### src/hw/rtl/rv64d_pkg.sv
// Shared types, opcode constants and mnemonic tables for the RV64 decoder.
package rv64d_pkg;

  localparam logic [6:0] NoMnem = 7'd127;

  localparam logic [6:0] OpReg    = 7'h33;
  localparam logic [6:0] OpFp     = 7'h53;
  localparam logic [6:0] OpReg32  = 7'h3B;
  localparam logic [6:0] OpAmo    = 7'h2F;
  localparam logic [6:0] OpFload  = 7'h07;
  localparam logic [6:0] OpJalr   = 7'h67;
  localparam logic [6:0] OpLoad   = 7'h03;
  localparam logic [6:0] OpImm    = 7'h13;
  localparam logic [6:0] OpImm32  = 7'h1B;
  localparam logic [6:0] OpFence  = 7'h0F;
  localparam logic [6:0] OpSystem = 7'h73;
  localparam logic [6:0] OpStore  = 7'h23;
  localparam logic [6:0] OpFstore = 7'h27;
  localparam logic [6:0] OpBranch = 7'h63;
  localparam logic [6:0] OpLui    = 7'h37;
  localparam logic [6:0] OpAuipc  = 7'h17;
  localparam logic [6:0] OpJal    = 7'h6F;
  localparam logic [6:0] OpFmadd  = 7'h43;
  localparam logic [6:0] OpFmsub  = 7'h47;
  localparam logic [6:0] OpFnmsub = 7'h4B;
  localparam logic [6:0] OpFnmadd = 7'h4F;

  // Decoded fields of one result, without the offset.
  typedef struct packed {
    logic        is_compressed;
    logic        is_illegal;
    logic [6:0]  mnemonic;
    logic [4:0]  dest_reg;
    logic [4:0]  src1_reg;
    logic [4:0]  src2_reg;
    logic [4:0]  src3_reg;
    logic [31:0] immediate;
    logic [11:0] csr_number;
    logic [7:0]  fence_bits;
    logic [1:0]  acquire_release;
  } dec_result_t;

  // Row select for the register-register tables by funct7.
  function automatic logic [1:0] f7_row(input logic [6:0] f7);
    if (f7 == 7'h00) return 2'd0;
    if (f7 == 7'h20) return 2'd1;
    if (f7 == 7'h01) return 2'd2;
    return 2'd3;
  endfunction

  function automatic logic [6:0] op_tab(input logic [1:0] row, input logic [2:0] f3);
    logic [6:0] m;
    m = NoMnem;
    case (row)
      2'd0: case (f3)
        3'd0: m = 7'd0; 3'd1: m = 7'd2; 3'd2: m = 7'd3; 3'd3: m = 7'd4;
        3'd4: m = 7'd5; 3'd5: m = 7'd6; 3'd6: m = 7'd8; default: m = 7'd9;
      endcase
      2'd1: m = (f3 == 3'd0) ? 7'd1 : (f3 == 3'd5) ? 7'd7 : NoMnem;
      2'd2: m = 7'd10 + {4'd0, f3};
      default: m = NoMnem;
    endcase
    return m;
  endfunction

  function automatic logic [6:0] op32_tab(input logic [1:0] row, input logic [2:0] f3);
    logic [6:0] m;
    m = NoMnem;
    case (row)
      2'd0: m = (f3 == 3'd0) ? 7'd52 : (f3 == 3'd1) ? 7'd54 :
                (f3 == 3'd5) ? 7'd55 : NoMnem;
      2'd1: m = (f3 == 3'd0) ? 7'd53 : (f3 == 3'd5) ? 7'd56 : NoMnem;
      2'd2: case (f3)
        3'd0: m = 7'd57; 3'd4: m = 7'd58; 3'd5: m = 7'd59;
        3'd6: m = 7'd60; 3'd7: m = 7'd61; default: m = NoMnem;
      endcase
      default: m = NoMnem;
    endcase
    return m;
  endfunction

  function automatic logic [6:0] amo_tab(input logic [4:0] f5);
    logic [6:0] m;
    case (f5)
      5'd0: m = 7'd65; 5'd1: m = 7'd64; 5'd2: m = 7'd62; 5'd3: m = 7'd63;
      5'd4: m = 7'd66; 5'd8: m = 7'd68; 5'd12: m = 7'd67; 5'd16: m = 7'd69;
      5'd20: m = 7'd70; 5'd24: m = 7'd71; 5'd28: m = 7'd72;
      default: m = NoMnem;
    endcase
    return m;
  endfunction

  function automatic logic [6:0] fp_op(input logic [6:0] f7, input logic [2:0] f3,
                                       input logic [4:0] rs2);
    logic [6:0] m;
    m = NoMnem;
    case (f7)
      7'h01: m = 7'd22;
      7'h05: m = 7'd23;
      7'h09: m = 7'd24;
      7'h0D: m = 7'd25;
      7'h2D: m = (rs2 == 5'd0) ? 7'd26 : NoMnem;
      7'h11: m = (f3 == 3'd0) ? 7'd27 : (f3 == 3'd1) ? 7'd28 :
                 (f3 == 3'd2) ? 7'd29 : NoMnem;
      7'h15: m = (f3 == 3'd0) ? 7'd30 : (f3 == 3'd1) ? 7'd31 : NoMnem;
      7'h20: m = (rs2 == 5'd1) ? 7'd32 : NoMnem;
      7'h21: m = (rs2 == 5'd0) ? 7'd33 : NoMnem;
      7'h51: m = (f3 == 3'd2) ? 7'd34 : (f3 == 3'd1) ? 7'd35 :
                 (f3 == 3'd0) ? 7'd36 : NoMnem;
      7'h71: m = (rs2 != 5'd0) ? NoMnem : (f3 == 3'd1) ? 7'd37 :
                 (f3 == 3'd0) ? 7'd38 : NoMnem;
      7'h61: m = (rs2 < 5'd4) ? 7'd39 + {2'd0, rs2} : NoMnem;
      7'h69: m = (rs2 < 5'd4) ? 7'd43 + {2'd0, rs2} : NoMnem;
      7'h60: m = (rs2 == 5'd2 || rs2 == 5'd3) ? 7'd45 + {2'd0, rs2} : NoMnem;
      7'h68: m = (rs2 == 5'd2 || rs2 == 5'd3) ? 7'd47 + {2'd0, rs2} : NoMnem;
      7'h79: m = (rs2 == 5'd0 && f3 == 3'd0) ? 7'd51 : NoMnem;
      default: m = NoMnem;
    endcase
    return m;
  endfunction

endpackage

### src/hw/rtl/rv64_instruction_decoder.sv
// Top level of the RV64 decoder: input register, decode, result register.
//
// The decoder takes one 32-bit fetch word per request and returns one result
// per request. A request passes through the input register and then the result
// register, and one request can be taken every cycle while results are taken;
// the output register and the input register stall together only when
// both are full and the result is not taken. The byte offset counter advances
// by 4 for full-length words and by 2 for compressed ones and wraps at
// OFFSET_WIDTH bits; the low 32 bits are reported.
module rv64_instruction_decoder
  import rv64d_pkg::*;
#(
  parameter int OFFSET_WIDTH = 32
) (
  input  logic         clk,
  input  logic         rst,
  input  logic         s_tvalid,
  output logic         s_tready,
  input  logic [31:0]  s_tdata,   // instruction_word
  output logic         m_tvalid,
  input  logic         m_tready,
  // byte_offset[31:0], is_compressed[32], is_illegal[33], mnemonic[40:34],
  // dest_reg[45:41], src1_reg[50:46], src2_reg[55:51], src3_reg[60:56],
  // immediate[92:61], csr_number[104:93], fence_bits[112:105],
  // acquire_release[114:113], zero fill[119:115]
  output logic [119:0] m_tdata
);

  logic                    in_valid;
  logic [31:0]             in_word;
  logic [31:0]             in_offset;
  logic [OFFSET_WIDTH-1:0] offset_counter;
  logic                    out_valid;
  dec_result_t             dec;
  dec_result_t             out_res;
  logic [31:0]             out_offset;
  logic                    adv_out;
  logic                    adv_in;

  assign adv_out  = !out_valid || m_tready;
  assign adv_in   = !in_valid || adv_out;
  assign s_tready = adv_in;

  // Input stage and running offset.
  always_ff @(posedge clk) begin
    if (rst) begin
      in_valid       <= 1'b0;
      offset_counter <= '0;
    end else if (adv_in) begin
      in_valid <= s_tvalid;
      if (s_tvalid) begin
        offset_counter <= offset_counter +
          ((s_tdata[1:0] == 2'b11) ? OFFSET_WIDTH'(4) : OFFSET_WIDTH'(2));
      end
    end
  end

  always_ff @(posedge clk) begin
    if (adv_in && s_tvalid) begin
      in_word   <= s_tdata;
      in_offset <= 32'(offset_counter);
    end
  end

  rv64d_decode u_decode (
    .word   (in_word),
    .result (dec)
  );

  // Result stage.
  always_ff @(posedge clk) begin
    if (rst) out_valid <= 1'b0;
    else if (adv_out) out_valid <= in_valid;
  end

  always_ff @(posedge clk) begin
    if (adv_out && in_valid) begin
      out_res    <= dec;
      out_offset <= in_offset;
    end
  end

  assign m_tvalid = out_valid;
  assign m_tdata  = {5'd0, out_res.acquire_release, out_res.fence_bits,
                     out_res.csr_number, out_res.immediate, out_res.src3_reg,
                     out_res.src2_reg, out_res.src1_reg, out_res.dest_reg,
                     out_res.mnemonic, out_res.is_illegal, out_res.is_compressed,
                     out_offset};

  // A stalled result holds until taken.
  a_hold: assert property (@(posedge clk) disable iff (rst)
    out_valid && !m_tready |=> out_valid && $stable(out_offset))
    else $error("result changed while stalled");

  // Illegal and compressed never both flagged.
  a_excl: assert property (@(posedge clk) disable iff (rst)
    out_valid |-> !(out_res.is_illegal && out_res.is_compressed))
    else $error("illegal and compressed both set");

  // A flagged item carries no mnemonic.
  a_nomnem: assert property (@(posedge clk) disable iff (rst)
    out_valid && (out_res.is_illegal || out_res.is_compressed)
      |-> out_res.mnemonic == NoMnem)
    else $error("mnemonic on flagged item");

endmodule

### src/hw/rtl/rv64d_decode.sv
// Combinational decode of one 32-bit fetch word into result fields.
module rv64d_decode
  import rv64d_pkg::*;
(
  input  logic [31:0]  word,
  output dec_result_t  result
);

  logic [6:0]  op;
  logic [2:0]  f3;
  logic [6:0]  f7;
  logic [4:0]  rs2;
  logic [31:0] imm_i;
  logic [31:0] imm_s;
  logic [31:0] imm_b;
  logic [31:0] imm_j;
  logic        full;

  assign op    = word[6:0];
  assign f3    = word[14:12];
  assign f7    = word[31:25];
  assign rs2   = word[24:20];
  assign full  = (word[1:0] == 2'b11);
  assign imm_i = {{20{word[31]}}, word[31:20]};
  assign imm_s = {{20{word[31]}}, word[31:25], word[11:7]};
  assign imm_b = {{19{word[31]}}, word[31], word[7], word[30:25], word[11:8], 1'b0};
  assign imm_j = {{11{word[31]}}, word[31], word[19:12], word[20], word[30:21], 1'b0};

  // Match the opcode and its sub-fields; side fields are cleared unless legal.
  always_comb begin
    logic [6:0]  m;
    logic [31:0] imm;
    logic [11:0] csr;
    logic [7:0]  fb;
    logic [1:0]  ar;
    logic [4:0]  r3;
    m   = NoMnem;
    imm = '0;
    csr = '0;
    fb  = '0;
    ar  = '0;
    r3  = '0;
    unique case (op)
      OpReg:   m = op_tab(f7_row(f7), f3);
      OpFmadd, OpFmsub, OpFnmsub, OpFnmadd: begin
        r3 = word[31:27];
        m  = 7'd18 + {5'd0, op[3:2]};
      end
      OpFp:    m = fp_op(f7, f3, rs2);
      OpReg32: m = op32_tab(f7_row(f7), f3);
      OpAmo: begin
        if (f3 == 3'd3) begin
          m = amo_tab(word[31:27]);
          if (m == 7'd62 && rs2 != 5'd0) m = NoMnem;
          ar = word[26:25];
        end
      end
      OpFload: if (f3 == 3'd2) begin m = 7'd73; imm = imm_i; end
      OpJalr:  if (f3 == 3'd0) begin m = 7'd74; imm = imm_i; end
      OpLoad: begin
        imm = imm_i;
        case (f3)
          3'd0: m = 7'd75; 3'd1: m = 7'd76; 3'd2: m = 7'd77; 3'd3: m = 7'd80;
          3'd4: m = 7'd78; 3'd5: m = 7'd79; 3'd6: m = 7'd81;
          default: m = NoMnem;
        endcase
      end
      OpImm: begin
        if (f3 == 3'd1 || f3 == 3'd5) begin
          imm = {26'd0, word[25:20]};
          if (word[31:26] == 6'd0) m = (f3 == 3'd1) ? 7'd88 : 7'd89;
          else if (word[31:26] == 6'h10 && f3 == 3'd5) m = 7'd90;
        end else begin
          imm = imm_i;
          case (f3)
            3'd0: m = 7'd82; 3'd2: m = 7'd83; 3'd3: m = 7'd84;
            3'd4: m = 7'd85; 3'd6: m = 7'd86; default: m = 7'd87;
          endcase
        end
      end
      OpImm32: begin
        if (f3 == 3'd0) begin
          imm = imm_i;
          m   = 7'd91;
        end else begin
          imm = {27'd0, rs2};
          if (f3 == 3'd1 && f7 == 7'h00) m = 7'd92;
          else if (f3 == 3'd5 && f7 == 7'h00) m = 7'd93;
          else if (f3 == 3'd5 && f7 == 7'h20) m = 7'd94;
        end
      end
      OpFence: begin
        if (f3 == 3'd0) begin m = 7'd95; fb = word[27:20]; end
        else if (f3 == 3'd1) m = 7'd96;
      end
      OpSystem: begin
        if (f3 == 3'd0) begin
          if (word[31:20] == 12'd0) m = 7'd97;
          else if (word[31:20] == 12'd1) m = 7'd98;
        end else if (f3 != 3'd4) begin
          csr = word[31:20];
          if (f3[2]) begin
            // Immediate forms csrrwi, csrrsi, csrrci follow on from csrrc.
            imm = {27'd0, word[19:15]};
            m   = 7'd97 + {4'd0, f3};
          end else begin
            m = 7'd98 + {4'd0, f3};
          end
        end
      end
      OpStore: begin
        imm = imm_s;
        case (f3)
          3'd0: m = 7'd105; 3'd1: m = 7'd106; 3'd2: m = 7'd107; 3'd3: m = 7'd108;
          default: m = NoMnem;
        endcase
      end
      OpFstore: if (f3 == 3'd2) begin m = 7'd109; imm = imm_s; end
      OpBranch: begin
        imm = imm_b;
        case (f3)
          3'd0: m = 7'd110; 3'd1: m = 7'd111; 3'd4: m = 7'd112;
          3'd5: m = 7'd113; 3'd6: m = 7'd114; 3'd7: m = 7'd115;
          default: m = NoMnem;
        endcase
      end
      OpLui:   begin m = 7'd116; imm = {word[31:12], 12'd0}; end
      OpAuipc: begin m = 7'd117; imm = {word[31:12], 12'd0}; end
      OpJal:   begin m = 7'd118; imm = imm_j; end
      default: m = NoMnem;
    endcase

    result = '0;
    result.is_compressed = !full;
    result.mnemonic      = NoMnem;
    if (full) begin
      if (m == NoMnem) begin
        result.is_illegal = 1'b1;
      end else begin
        result.mnemonic        = m;
        result.dest_reg        = word[11:7];
        result.src1_reg        = word[19:15];
        result.src2_reg        = rs2;
        result.src3_reg        = r3;
        result.immediate       = imm;
        result.csr_number      = csr;
        result.fence_bits      = fb;
        result.acquire_release = ar;
      end
    end
  end

endmodule
### config.mk
export PLATFORM = sky130hd
export DESIGN_NAME = rv64_instruction_decoder
export DESIGN_NICKNAME = d
export VERILOG_FILES = /design/src/hw/rtl/rv64d_pkg.sv /design/src/hw/rtl/rv64_instruction_decoder.sv /design/src/hw/rtl/rv64d_decode.sv
export SDC_FILE = /design/constraint.sdc
export NUM_CORES = 1
export LEC_CHECK = 0
export BUFFER_PORTS_ARGS = -buffer_cell sky130_fd_sc_hd__buf_2
export CAP_MARGIN = 20
export CORE_MARGIN = 2
export CORE_UTILIZATION = 52
export DETAILED_ROUTE_END_ITERATION = 12
export PLACE_DENSITY_LB_ADDON = 0.3
export SLEW_MARGIN = 15
export SYNTH_ARGS = -nofsm -noshare
export SYNTH_HDL_FRONTEND = slang
export SYNTH_SLANG_ARGS = --single-unit
### constraint.sdc
create_clock -name clk -period 5.85 [get_ports clk]
set_clock_uncertainty 0.1 [all_clocks]
set_input_delay 0.585 -clock clk [delete_from_list [all_inputs] [get_ports clk]]
set_output_delay 0.585 -clock clk [all_outputs]
set_load 0.02 [all_outputs]
# Word-level counts from Yosys, hierarchy flattened
# Memory sizes are Yosys's and may differ from the RTL's. A register that Yosys moved wholly into a read port is not among the register bits.
# Cells that the tools add are included.
op_classes:
  addsub: 9
  n_eq_ne: 58
  order_cmp: 1
  bitwise_logic: 8
  n_reduce_logical: 31
  muxes: 96
op_table:
  columns: ["operator", "count"]
  rows:
  - ["32-bit case mux with 11 select lines", 1]
  - ["7-bit 2-to-1 mux", 40]
  - ["32-bit 2-to-1 mux", 7]
  - ["7-bit case mux with 18 select lines", 1]
  - ["7-bit == test, second input constant", 17]
  - ["7-bit case mux with 16 select lines", 1]
  - ["7-bit by 6-bit == test with 1-bit output, second input constant", 10]
  - ["6-bit case mux with 7 select lines", 1]
  - ["7-bit case mux with 3 select lines", 2]
  - ["7-bit by 5-bit == test with 1-bit output, second input constant", 5]
  - ["7-bit case mux with 5 select lines", 1]
  - ["32-bit by 3-bit adder with 32-bit output", 1]
  - ["5-bit case mux with 6 select lines", 1]
  - ["6-bit by 5-bit adder with 7-bit output, first input constant", 4]
  - ["4-bit case mux with 7 select lines", 1]
  - ["5-bit 2-to-1 mux", 5]
  - ["6-bit 2-to-1 mux", 4]
  - ["2-bit 2-to-1 mux", 11]
  - ["7-bit by 4-bit == test with 1-bit output, second input constant", 3]
  - ["5-bit case mux with 4 select lines", 1]
  - ["1-bit 2-to-1 mux", 17]
  - ["3-bit case mux with 5 select lines", 1]
  - ["6-bit by 4-bit adder with 7-bit output, first input constant", 2]
  - ["7-bit by 3-bit == test with 1-bit output, second input constant", 2]
  - ["32 further kinds", 64]
word_totals:
  mem_count: 1
  word_cells: 221
  output_inout_bits: 122
  input_bits: 36
  regBits: 213
  mem_bits_ro: 224
memory_table:
  columns: ["memory", "words", "word_bits", "read_ports", "rd_ports_with_merged_regs", "write_ports", "line_no", "rtl"]
  rows:
  - ["(no name shown)", 32, 7, 1, 1, 0, "rv64d_pkg.sv:84", "case (f5)"]

# Depth between registers and ports, before layout
# Gate-level depths: netlist (run 1).
depth:
  depth_word: 17
  depth_mapped: 14
  mapped_depth_nobuf: 11

# By module
# From an unflattened synthesis (run 1), not the netlist that was laid out.
unflattened:
  cells_unflattened: 963
  area_unflattened_um2: 10446.3
modules_own_cells:
  columns: ["module", "instances", "cells_each", "seq_area_each_um2", "area_each_um2"]
  rows:
  - ["rv64_instruction_decoder", 1, 364, 5975.7, 6947.9]
  - ["rv64d_decode", 1, 599, 0.0, 3498.4]

# Worst setup path before layout (run 1)
# No wires, ideal clock.
synth_path:
  path_kind: "input to register"
  from: "input m_tready"
  to: "register out_res (netlist bit m_tdata[100]) (enable)"
  t_required_ns: 5.149
  path_buffers: 0
  path_slack_ns: -0.512
  path_stages: 2
  setup_ns: 0.601
  arrival_time_ns: 5.661
  path_cell_list: "nor2b_1 nor2b_1"
synth_between:
  elab_chain_len: 2
synth_rtl:
  columns: ["item", "line_no", "rtl"]
  rows:
  - ["start: declaration", "rv64_instruction_decoder.sv:21", "input logic m_tready,"]
  - ["1-bit logical OR", "rv64_instruction_decoder.sv:40", "assign adv_out = !out_valid || m_tready;"]
  - ["1-bit logical AND", "rv64_instruction_decoder.sv:77", "if (adv_out && in_valid) begin"]
  - ["end signal: assignment", "rv64_instruction_decoder.sv:78", "out_res <= dec;"]
  - ["end: declaration", "rv64_instruction_decoder.sv:35", "dec_result_t out_res;"]
# No other way between the ends.
# A chain may end at the register's enable or synchronous reset.

# Worst setup path after layout (run 1)
layout_path:
  from: "register in_word[28]"
  to: "register out_res (netlist bit m_tdata[77]), data pin"
layout_between:
  elab_chain_len: 14
  word_cells_on_any_way: 72
  cone_classes: "23 x eq/ne; 39 x mux; 10 x reduce/logical"
layout_rtl:
  columns: ["item", "line_no", "rtl"]
  rows:
  - ["start: declaration", "rv64_instruction_decoder.sv:30", "logic [31:0] in_word;"]
  - ["start signal: assignment", "rv64_instruction_decoder.sv:60", "in_word <= s_tdata;"]
  - ["7-bit by 1-bit == test with 1-bit output", "rv64d_pkg.sv:47, rv64d_pkg.sv:97", null]
  - ["1-bit 2-to-1 mux (2 in series)", "rv64d_pkg.sv:47", "if (f7 == 7'h01) return 2'd2;"]
  - ["1-bit 2-to-1 mux", "rv64d_pkg.sv:46", "if (f7 == 7'h20) return 2'd1;"]
  - ["1-bit 2-to-1 mux", "rv64d_decode.sv:43", "unique case (op)"]
  - ["2-bit 2-to-1 mux", "rv64d_pkg.sv:48", "return 2'd3;"]
  - ["2-bit 2-to-1 mux", "rv64d_pkg.sv:47", null]
  - ["2-bit 2-to-1 mux", "rv64d_pkg.sv:46", null]
  - ["2-bit 2-to-1 mux", "rv64d_decode.sv:43", null]
  - ["2-bit == test, or another cell as far along", "rv64d_pkg.sv:69", "case (row)"]
  - ["7-bit case mux with 3 select lines, on equally long branches", "rv64d_pkg.sv:69, rv64d_pkg.sv:54", null]
  - ["7-bit case mux with 18 select lines (*)", "rv64d_decode.sv:43", null]
  - ["7-bit == test (*)", "rv64d_decode.sv:137", "if (m == NoMnem) begin"]
  - ["2-bit OR reduction (no source line) (*)", null, null]
# Every way passes the cells marked *; elsewhere a longest branch is shown, timed or not. The select of a mux whose other input is x is not followed.

==> summary.md, run 1 <==
| Metric | Value |
|---|---|
| Status | `completed` |
| Die area | `about 21000 µm²` |
| H-tree depth | `1` |
| Synth async-reset ratio | `0%` |
| Period Utilization, post-route | `between 70% and 80%` |
| Synth warn | `0` |
| Post-synth EDFFs | `177` |
| Fillers | `around 1.7k` |
| RSZ-0062 raised after global routing | `no` |
| Global-route wire length before repair | `43500 µm` |
| Remaining antenna violation count after routing | `0` |
| Vias in the first global route | `roughly 7.6k` |
| Slew Limit Fails | `0` |
| Worst path cell trace | `or4_1 -> or2_1 -> maj3_2 -> a21oi_1 -> o31ai_1 -> a22oi_1 -> o2111a_2 -> buf_4 -> a21oi_1` |
| Leakage | `4.29 nW` |
| Design Power | `0.00358 W` |
| Kind of cell adding the most delay to the critical path | `compound AO/OA/AOI/OAI gates` |
| Met1 Track Usage GR | `roughly a third` |
| Port bufs | `151` |
| # DRC | `0` |
| GR Util All Layers | `26.0%` |
| CP Buf/Inv Count | `1` |
| Setup crit end | `m_tdata[77]` |
| VDD IR max | `0.000268 V` |
| Critical Path Source | `in_word[28]` |
| Mapped Cells | `between 900 and 1k` |
| Post-synthesis cell area | `10500 µm²` |
| Setup tns final | `0 ns` |
| Synth-to-layout area growth | `15.5%` |
| I/O Pins | `158` |
| CTS tree | `yes` |
| Reg2reg end | `m_tdata[77]` |
| Most used cell, CP | `a21oi_1` |
| Ant. Diodes | `0` |
| Max-Cap Viols | `0` |
| Drt initial violations | `868` |
| Starting density of the core | `a little over half` |
| Layout cells sized above 1 | `between 20% and 30%` |
| Crit. path cell count | `9` |
| Most Used Layer, Global Route | `met2` |
| Crit path kind | `reg -> reg` |
| First-pass DRT Iterations | `7` |
| Die W | `146 µm` |
| Final-report hold violation count | `0` |
| FF+latch area | `6100 µm²` |
| RR Startpoint | `in_word[28]` |
| Worst Slack Setup Final | `between 1.5 and 2 ns` |
| Post-synth cell types | `85` |
| Cells on worst reg2reg path | `9` |
| Ys flop type | `edfxtp_1` |
| Worst-Skew Late Latency | `0.52 ns` |
| Post-CTS Setup Bufs | `0` |
| CTS Buffer Depth | `3` |
| Number of synthesized register bits | `216` |
| Slowest CP cell | `or4_1` |
| Clock-pin slew on the worst setup and hold paths | `0.07 ns` |
| Pre-CTS setup slack | `1.64 ns` |
| Sequential-to-total area share from yosys stat | `57.8%` |
| Initial antenna violation count | `1` |
| Standard-cell rows | `52` |
| Fin nets | `1124` |
| Crit-path max cell delay | `slightly below 0.9 ns` |
| Worst endpoint required time | `6.01 ns` |
| CP startpoint kind | `register` |
| Slew margin rel. | `between 20% and 30%` |
| Via count | `8176` |
| Grt ovf | `0` |
| CTS Buf Count | `23` |
| Arr. time, crit path | `4.47 ns` |
| Die Y-Extent | `146 µm` |
| Clk root buf | `clkbuf_16` |
| Least-Margin Pin Slew | `1.15 ns` |
| Clk sinks | `216` |
| CORE AREA | `20000 µm²` |
| Final HPWL DP | `19600 µm` |
| CP endpoint kind | `register` |
| Post-CTS Resized | `0` |
| Final Critical Period | `4.31 ns` |
| CP Max Fanout | `slightly above 40` |
| Pin count of the biggest net entering global routing | `105` |
| Hold Crit Class | `in -> reg` |
| Final wirelength | `between 20000 and 30000 µm` |
| Vias per inst | `6.01` |
| Final setup vio count | `0` |
| Routed len/inst | `20.9 µm` |
| Mean Syn Cell Area | `11.1 µm²` |
| Area of the multi-input gates | `4030 µm²` |
| Max Clock Freq | `232 MHz` |
| FF-to-FF setup slack | `1.54 ns` |
| GR met3 Demand/Resource | `between 6 and 7%` |
| Placer Congestion | `0.981` |
| PD cells | `294 nW/µm²` |
| Global Route met2 Usage | `40.9%` |
| CTS Hold Bufs | `0` |
==> cells by family after synthesis <==
| kind of cell | after synthesis | share of synthesized area, % |
|---|---|---|
| AND/OR/NAND/NOR | 379 | 19.4 |
| buffers and inverters | 90 | 4.23 |
| XOR/XNOR | 34 | 2.82 |
| AO/OA/AOI/OAI | 205 | 13.2 |
| multiplexers | 7 | 0.676 |
| flip-flops | 216 | 57.8 |
| other | 1 | 0.0355 |
| adder cells (fa/ha/maj) | 15 | 1.84 |
==> area by class of cell <==
class,count,share of cell area (%)
clock buffers,23,4.72
clock inverters,19,1.49
multi-input cells,646,33.1
well taps,270,2.77
flip-flops and latches,216,50.0
repair buffers,166,7.23
inverters,21,0.647
==> cell usage after synthesis, types with 4 or more instances <==
cell | count | area (µm²)
buf_6 | 7 | 78.8
o2111ai_1 | 4 | 35.0
a22oi_1 | 5 | 37.5
a21o_1 | 7 | 52.6
a2111oi_0 | 5 | 43.8
and2_1 | 22 | 138
o22ai_1 | 7 | 43.8
nor3_1 | 29 | 145
nand4b_1 | 7 | 61.3
nand4_1 | 18 | 113
o21ai_0 | 34 | 170
a31oi_1 | 9 | 56.3
nor2b_1 | 26 | 163
a222oi_1 | 5 | 50.1
edfxtp_1 | 177 | 5320
nor4_1 | 10 | 62.6
inv_1 | 18 | 67.6
xnor2_1 | 11 | 96.3
dfxtp_1 | 39 | 781
a211o_1 | 5 | 43.8
or3b_2 | 4 | 35.0
nand3b_1 | 8 | 60.1
o211ai_1 | 11 | 82.6
a211oi_1 | 6 | 45.0
a21oi_1 | 59 | 295
buf_4 | 9 | 67.6
nand3_1 | 23 | 115
nor2_1 | 94 | 353
ha_1 | 13 | 163
nand2b_1 | 9 | 56.3
buf_2 | 16 | 80.1
and4_1 | 4 | 35.0
o31ai_1 | 7 | 52.6
or3_1 | 10 | 62.6
xor2_1 | 23 | 201
clkbuf_1 | 32 | 120
mux2i_1 | 6 | 60.1
nor3b_1 | 4 | 30.0
nand2_1 | 80 | 300
==> stage by stage <==
step / utilization [%] / instances / hold slack, ns / area, µm²
floorplan: - / 952 / 0.300 / 10600
global placement: 57.0 / 1319 / 0.303 / 11400
detailed placement: 57.0 / 1319 / 0.305 / 11400
CTS: 60.8 / 1361 / 0.113 / 12200
global route: 60.8 / 1361 / 0.116 / 12200
finish: 60.8 / 1361 / 0.132 / 12200
==> worst register-to-register path, cell delays in order (launching register included) <==
cell and delay [ns]:
edfxtp_1 0.72, or4_1 0.87, or2_1 0.37, maj3_2 0.32
a21oi_1 0.17, o31ai_1 0.11, a22oi_1 0.22, o2111a_2 0.78
buf_4 0.32, a21oi_1 0.05
==> worst min-delay path by stage <==
stage | end | from | cells past startpoint
after floorplan | out_offset[10] | in_offset[10] | 0
after global placement | out_offset[16] | in_offset[16] | 0
after detailed placement | out_offset[26] | in_offset[26] | 0
after CTS | in_word[20] | s_tdata[20] | 1
after global routing | in_word[8] | s_tdata[8] | 1
final | in_word[20] | s_tdata[20] | 1
==> flip-flops by register name (all words and copies together) (netlist names), named ones only <==
register and count:
in_offset 31, in_valid 1, in_word 32, m_tdata 83, m_tvalid 1, offset_counter 31
out_offset 31
==> report_power, final <==
part | internal [W] | switching, W
clock | 0.000821 | 0.000612
combinational | 0.000108 | 0.000243
sequential | 0.00174 | 0.0000554
total | 0.00267 | 0.000911
==> cell usage in the layout, fill, tap and decap left out, types with 7 or more instances in the layout <==
cell type / count
and2_1: 22
a21o_1: 7
nand4_1: 18
o211ai_1: 11
nor3_1: 29
o21ai_0: 33
o22ai_1: 7
edfxtp_1: 177
nand2b_1: 9
nand3b_1: 8
o31ai_1: 7
a31oi_1: 9
xor2_1: 23
buf_4: 14
a21oi_1: 59
inv_1: 18
ha_1: 13
nand2_1: 80
nor2b_1: 25
nand3_1: 23
dfxtp_1: 39
nor2_1: 94
clkinv_1: 9
clkbuf_16: 23
nor4_1: 10
nand4b_1: 7
buf_2: 151
or3_1: 10
xnor2_1: 11
==> metal layers <==
metal / part of all wire (%) / vias to the layer above
met5: 0.025 / -
met4: 3.1 / 2
met3: 8.9 / 72
met2: 47 / 390
met1: 41 / 3918
li1: - / 3794
Power figures use the tool's default switching activity.
==> run 2: changes to the inputs <==
--- a/config.mk
+++ b/config.mk
@@ -5,6 +5,7 @@
 export SDC_FILE = /design/constraint.sdc
 export NUM_CORES = 1
 export LEC_CHECK = 0
+export ABC_AREA = 1
 export BUFFER_PORTS_ARGS = -buffer_cell sky130_fd_sc_hd__buf_2
 export CAP_MARGIN = 20
 export CORE_MARGIN = 2
==> constraint.sdc (replaced) <==
create_clock -name clk -period 3.54 [get_ports clk]
set_clock_uncertainty 0.1 [all_clocks]
set_input_delay 0.354 -clock clk [delete_from_list [all_inputs] [get_ports clk]]
set_output_delay 0.354 -clock clk [all_outputs]
set_load 0.02 [all_outputs]
==> run 2 against run 1 <==
- sequential share of layout area shrank 4.3 points
- critical path type unchanged
- core utilization grew 2.7 points
- maximum frequency grew 34%
- sequential cell count is the same
- global-route usage grew 3.4 points
- clock-buffer cell count grew 2
- largest power group unchanged
- clock power grew 66%
- wire length grew 16%
==> summary.md, run 2 <==
| Metric | Value |
|---|---|
| Max-Cap Viols | `0 (unchanged)` |
| Synth-to-layout area growth | `20.0%` |
| Drt initial violations | `889 (+2.4%)` |
| Sequential-to-total area share from yosys stat | `54.9% (-2.9 points)` |
| CORE AREA | `21000 µm² (+4.9%)` |
| CP endpoint kind | `register` |
| Final setup vio count | `0 (unchanged)` |
| Grt ovf | `0 (unchanged)` |
| Most frequent cells in the layout | `258 x nand2_1, 177 x edfxtp_1, 174 x nor2_1` |
| Die W | `150 µm (+2.6%)` |
| Mean Syn Cell Area | `9.15 µm² (-18%)` |
| Worst path cell trace | `inv_1 -> ha_1 -> nand3_1 -> buf_4 -> inv_1 -> nand2_1 -> nand2_1 -> inv_2 -> a21oi_1 -> nand3_1 -> o21ai_1 -> nand2_2 -> nand2_2 -> nor2_8 -> nand2_8 -> nand2_1 -> nor2_1` |
| Hold_sp | `m_tready` |
| Synth warn | `0 (unchanged)` |
| Clk root buf | `clkbuf_16` |
| Max FFs per register | `83 (unchanged)` |
| Most frequent cell after synthesis | `nand2_1` |
| Vias in the first global route | `9035 (+19%)` |
| Starting density of the core | `52.9% (+0.22 points)` |
| Leakage | `5.79 nW (+35%)` |
| Clock-pin slew on the worst setup and hold paths | `0.06 ns (about the same)` |
| Synth top cells by count | `258 x nand2_1, 177 x edfxtp_1, 174 x nor2_1, 120 x inv_1, 75 x nand3_1` |
| H-tree depth | `1 (unchanged)` |
| Mapped Cells | `1214 (+28%)` |
| Number of synthesized register bits | `216 (unchanged)` |
| Slew Limit Fails | `0 (unchanged)` |
| Post-synth cell types | `47 (-45%)` |
| I/O Pins | `158 (unchanged)` |
| Design Power | `0.00610 W (+71%)` |
| Layout cells sized above 1 | `23.8% (+2.7 points)` |
| Worst-Skew Late Latency | `0.54 ns (+0.02 ns)` |
| Post-synth top area cell | `edfxtp_1` |
| Via count | `9358 (+14%)` |
| Final Critical Period | `3.22 ns (-1.09 ns)` |
| VDD IR max | `0.000450 V (+68%)` |
| Cells on worst reg2reg path | `17 (+8)` |
| Kind of cell adding the most delay to the critical path | `simple AND/OR/NAND/NOR gates` |
| CTS Buffer Depth | `3 (unchanged)` |
| Initial antenna violation count | `1 (unchanged)` |
| Final wirelength | `33000 µm (+16%)` |
| Max Clock Freq | `311 MHz (+34%)` |
| CP Max Fanout | `13 (-68%)` |
| Synth async-reset ratio | `0% (unchanged)` |
| Routed len/inst | `19.2 µm (-8.2%)` |
| FF-to-FF setup slack | `0.32 ns (-1.22 ns)` |
| Worst endpoint required time | `3.78 ns (-2.23 ns)` |
| Least-Margin Pin Slew | `0.787 ns (-0.359 ns)` |
| Setup tns final | `0 ns (unchanged)` |
| Slew margin rel. | `47.1% (+24 points)` |
| Port bufs | `151 (unchanged)` |
| Crit-path max cell delay | `0.46 ns (-0.41 ns)` |
| Reg2reg end | `m_tdata[71]` |
| Die Y-Extent | `150 µm (+2.6%)` |
| Status | `completed` |
| Hold Crit Class | `in -> reg` |
| # DRC | `0 (unchanged)` |
| Ys flop type | `edfxtp_1` |
| Arr. time, crit path | `3.45 ns (-1.02 ns)` |
| Final HPWL DP | `24800 µm (+27%)` |
| Remaining antenna violation count after routing | `0 (unchanged)` |
| GR Util All Layers | `29.4% (+3.4 points)` |
| Layout Cells excl Fill | `1723 (+27%)` |
| CP Buf/Inv Count | `4 (+3)` |
| Clk sinks | `216 (unchanged)` |
| Vias per inst | `5.43 (-9.6%)` |
| Util after Layout | `63.5% (+2.7 points)` |
| Area contributors post-synth | `edfxtp_1 48%, nand2_1 8.7%, dfxtp_1 7.0%` |
| PD cells | `458 nW/µm² (+56%)` |
| CTS Buf Count | `23 (unchanged)` |
| Standard-cell rows | `53 (+1.9%)` |
| RSZ-0062 raised after global routing | `no` |
| Fillers | `1724 (+2.7%)` |
| Post-synth EDFFs | `177 (unchanged)` |
| CP startpoint kind | `register` |
| Most used cell, CP | `nand2_1` |
| Commonest non-fill, non-tap cell in the layout | `nand2_1` |
| Placer Congestion | `0.962 (-2.0%)` |
| Hold WS | `0.0698 ns (-0.0627 ns)` |
| Final-report hold violation count | `0 (unchanged)` |
| Post-synthesis cell area | `11100 µm² (+5.3%)` |
| Global-route wire length before repair | `50100 µm (+15%)` |
| Fin nets | `1480 (+32%)` |
| CTS tree | `yes` |
| Die area | `22600 µm² (+5.2%)` |
| Slowest CP cell | `edfxtp_1` |
| Post-synth top area share | `47.8% (-2.6 points)` |
| RR Startpoint | `in_word[21]` |
| Crit path kind | `reg -> reg` |
| Pin count of the biggest net entering global routing | `59 (-44%)` |
| Placed cells | `1648 (+25%)` |
| Post-CTS Setup Bufs | `0 (unchanged)` |
| Hold-critical path endpoint | `m_tvalid` |
| Period Utilization, post-route | `90.9% (+17 points)` |
| WHS Path Cells | `4 (+3)` |
| First-pass DRT Iterations | `5 (-2)` |
-- run 2: cell count changes after synthesis, sizes merged, moves of 24 or more --
cell,before,now
nor2,94,207
a21oi,59,89
nand2,81,289
inv,18,140
clkbuf,34,10
o21ai,34,69
nand3,23,81
nor2b,26,0
-- run 2: power by group --
| group | leakage (nW) | internal [W] | switching (W) |
|---|---|---|---|
| Sequential | 2.08 | 0.00287 | 0.0000606 |
| Clock | 0.354 | 0.00135 | 0.00102 |
| Combinational | 3.36 | 0.000248 | 0.000556 |
| Total | 5.79 | 0.00446 | 0.00164 |
-- run 2: metal layers --
| metal | GRT usage [%] | share of wire [%] |
|---|---|---|
| met1 | 37.5 | 40 |
| met2 | 49.0 | 47 |
| met3 | 6.42 | 8.3 |
| met4 | 11.5 | 4.0 |
| met5 | 0 | 0 |
-- run 2: worst max path at each step --
stage,depth (start not counted),start,to
floorplan,2,m_tready,m_tdata[100]
global placement,17,s_tdata[0],offset_counter[27]
detailed placement,17,s_tdata[0],offset_counter[27]
CTS,18,s_tdata[1],offset_counter[27]
global route,18,s_tdata[1],offset_counter[27]
finish,17,in_word[21],m_tdata[71]
-- run 2: what timing repair did --
| action | 4_1_cts | 5_1_grt |
|---|---|---|
| endpoints found under the setup margin | 0 | 2 |
| gates resized for setup | 0 | 1 |
| endpoints found under the hold margin | 32 | 0 |
| hold buffers | 32 | 0 |
-- run 2: layout make-up --
class	instances	area [µm²]	area share [%]
Antenna cell	1	2.50	0.0188
Clock buffer	25	583	4.37
Clock inverter	17	153	1.14
Inverter	141	529	3.97
Multi-Input combinational cell	830	4260	31.9
Sequential cell	216	6100	45.7
Tap cell	275	344	2.58
Timing Repair Buffer	218	1380	10.3
-- run 2: kinds of logic after synthesis --
family          share of synthesized area, %
xor+xnor                               0.315
other cells                           0.0337
buf+inv                                 7.18
simple gates                            26.2
flops                                   54.9
compound gates                          9.78
fa+ha+maj                               1.64
-- run 2: worst reg2reg max path: cells and delay by family, from the launching register on --
family                     cells  cell delay, ns
buffers and inverters          4            0.57
adders and majority gates      1            0.21
and+or+nand+nor               10            1.27
AOI/OAI and AO/OA              2            0.39
DFF                            1            0.46
-- run 2: metrics by stage --
| step | instance area, µm² | setup WS [ns] |
|---|---|---|
| after global routing | 13300 | 0.00703 |
| after global placement | 12300 | 0.376 |
| after CTS | 13300 | 0.289 |
| after detailed placement | 12300 | 0.302 |
| after floorplan | 11100 | 0.649 |
| final | 13300 | 0.322 |
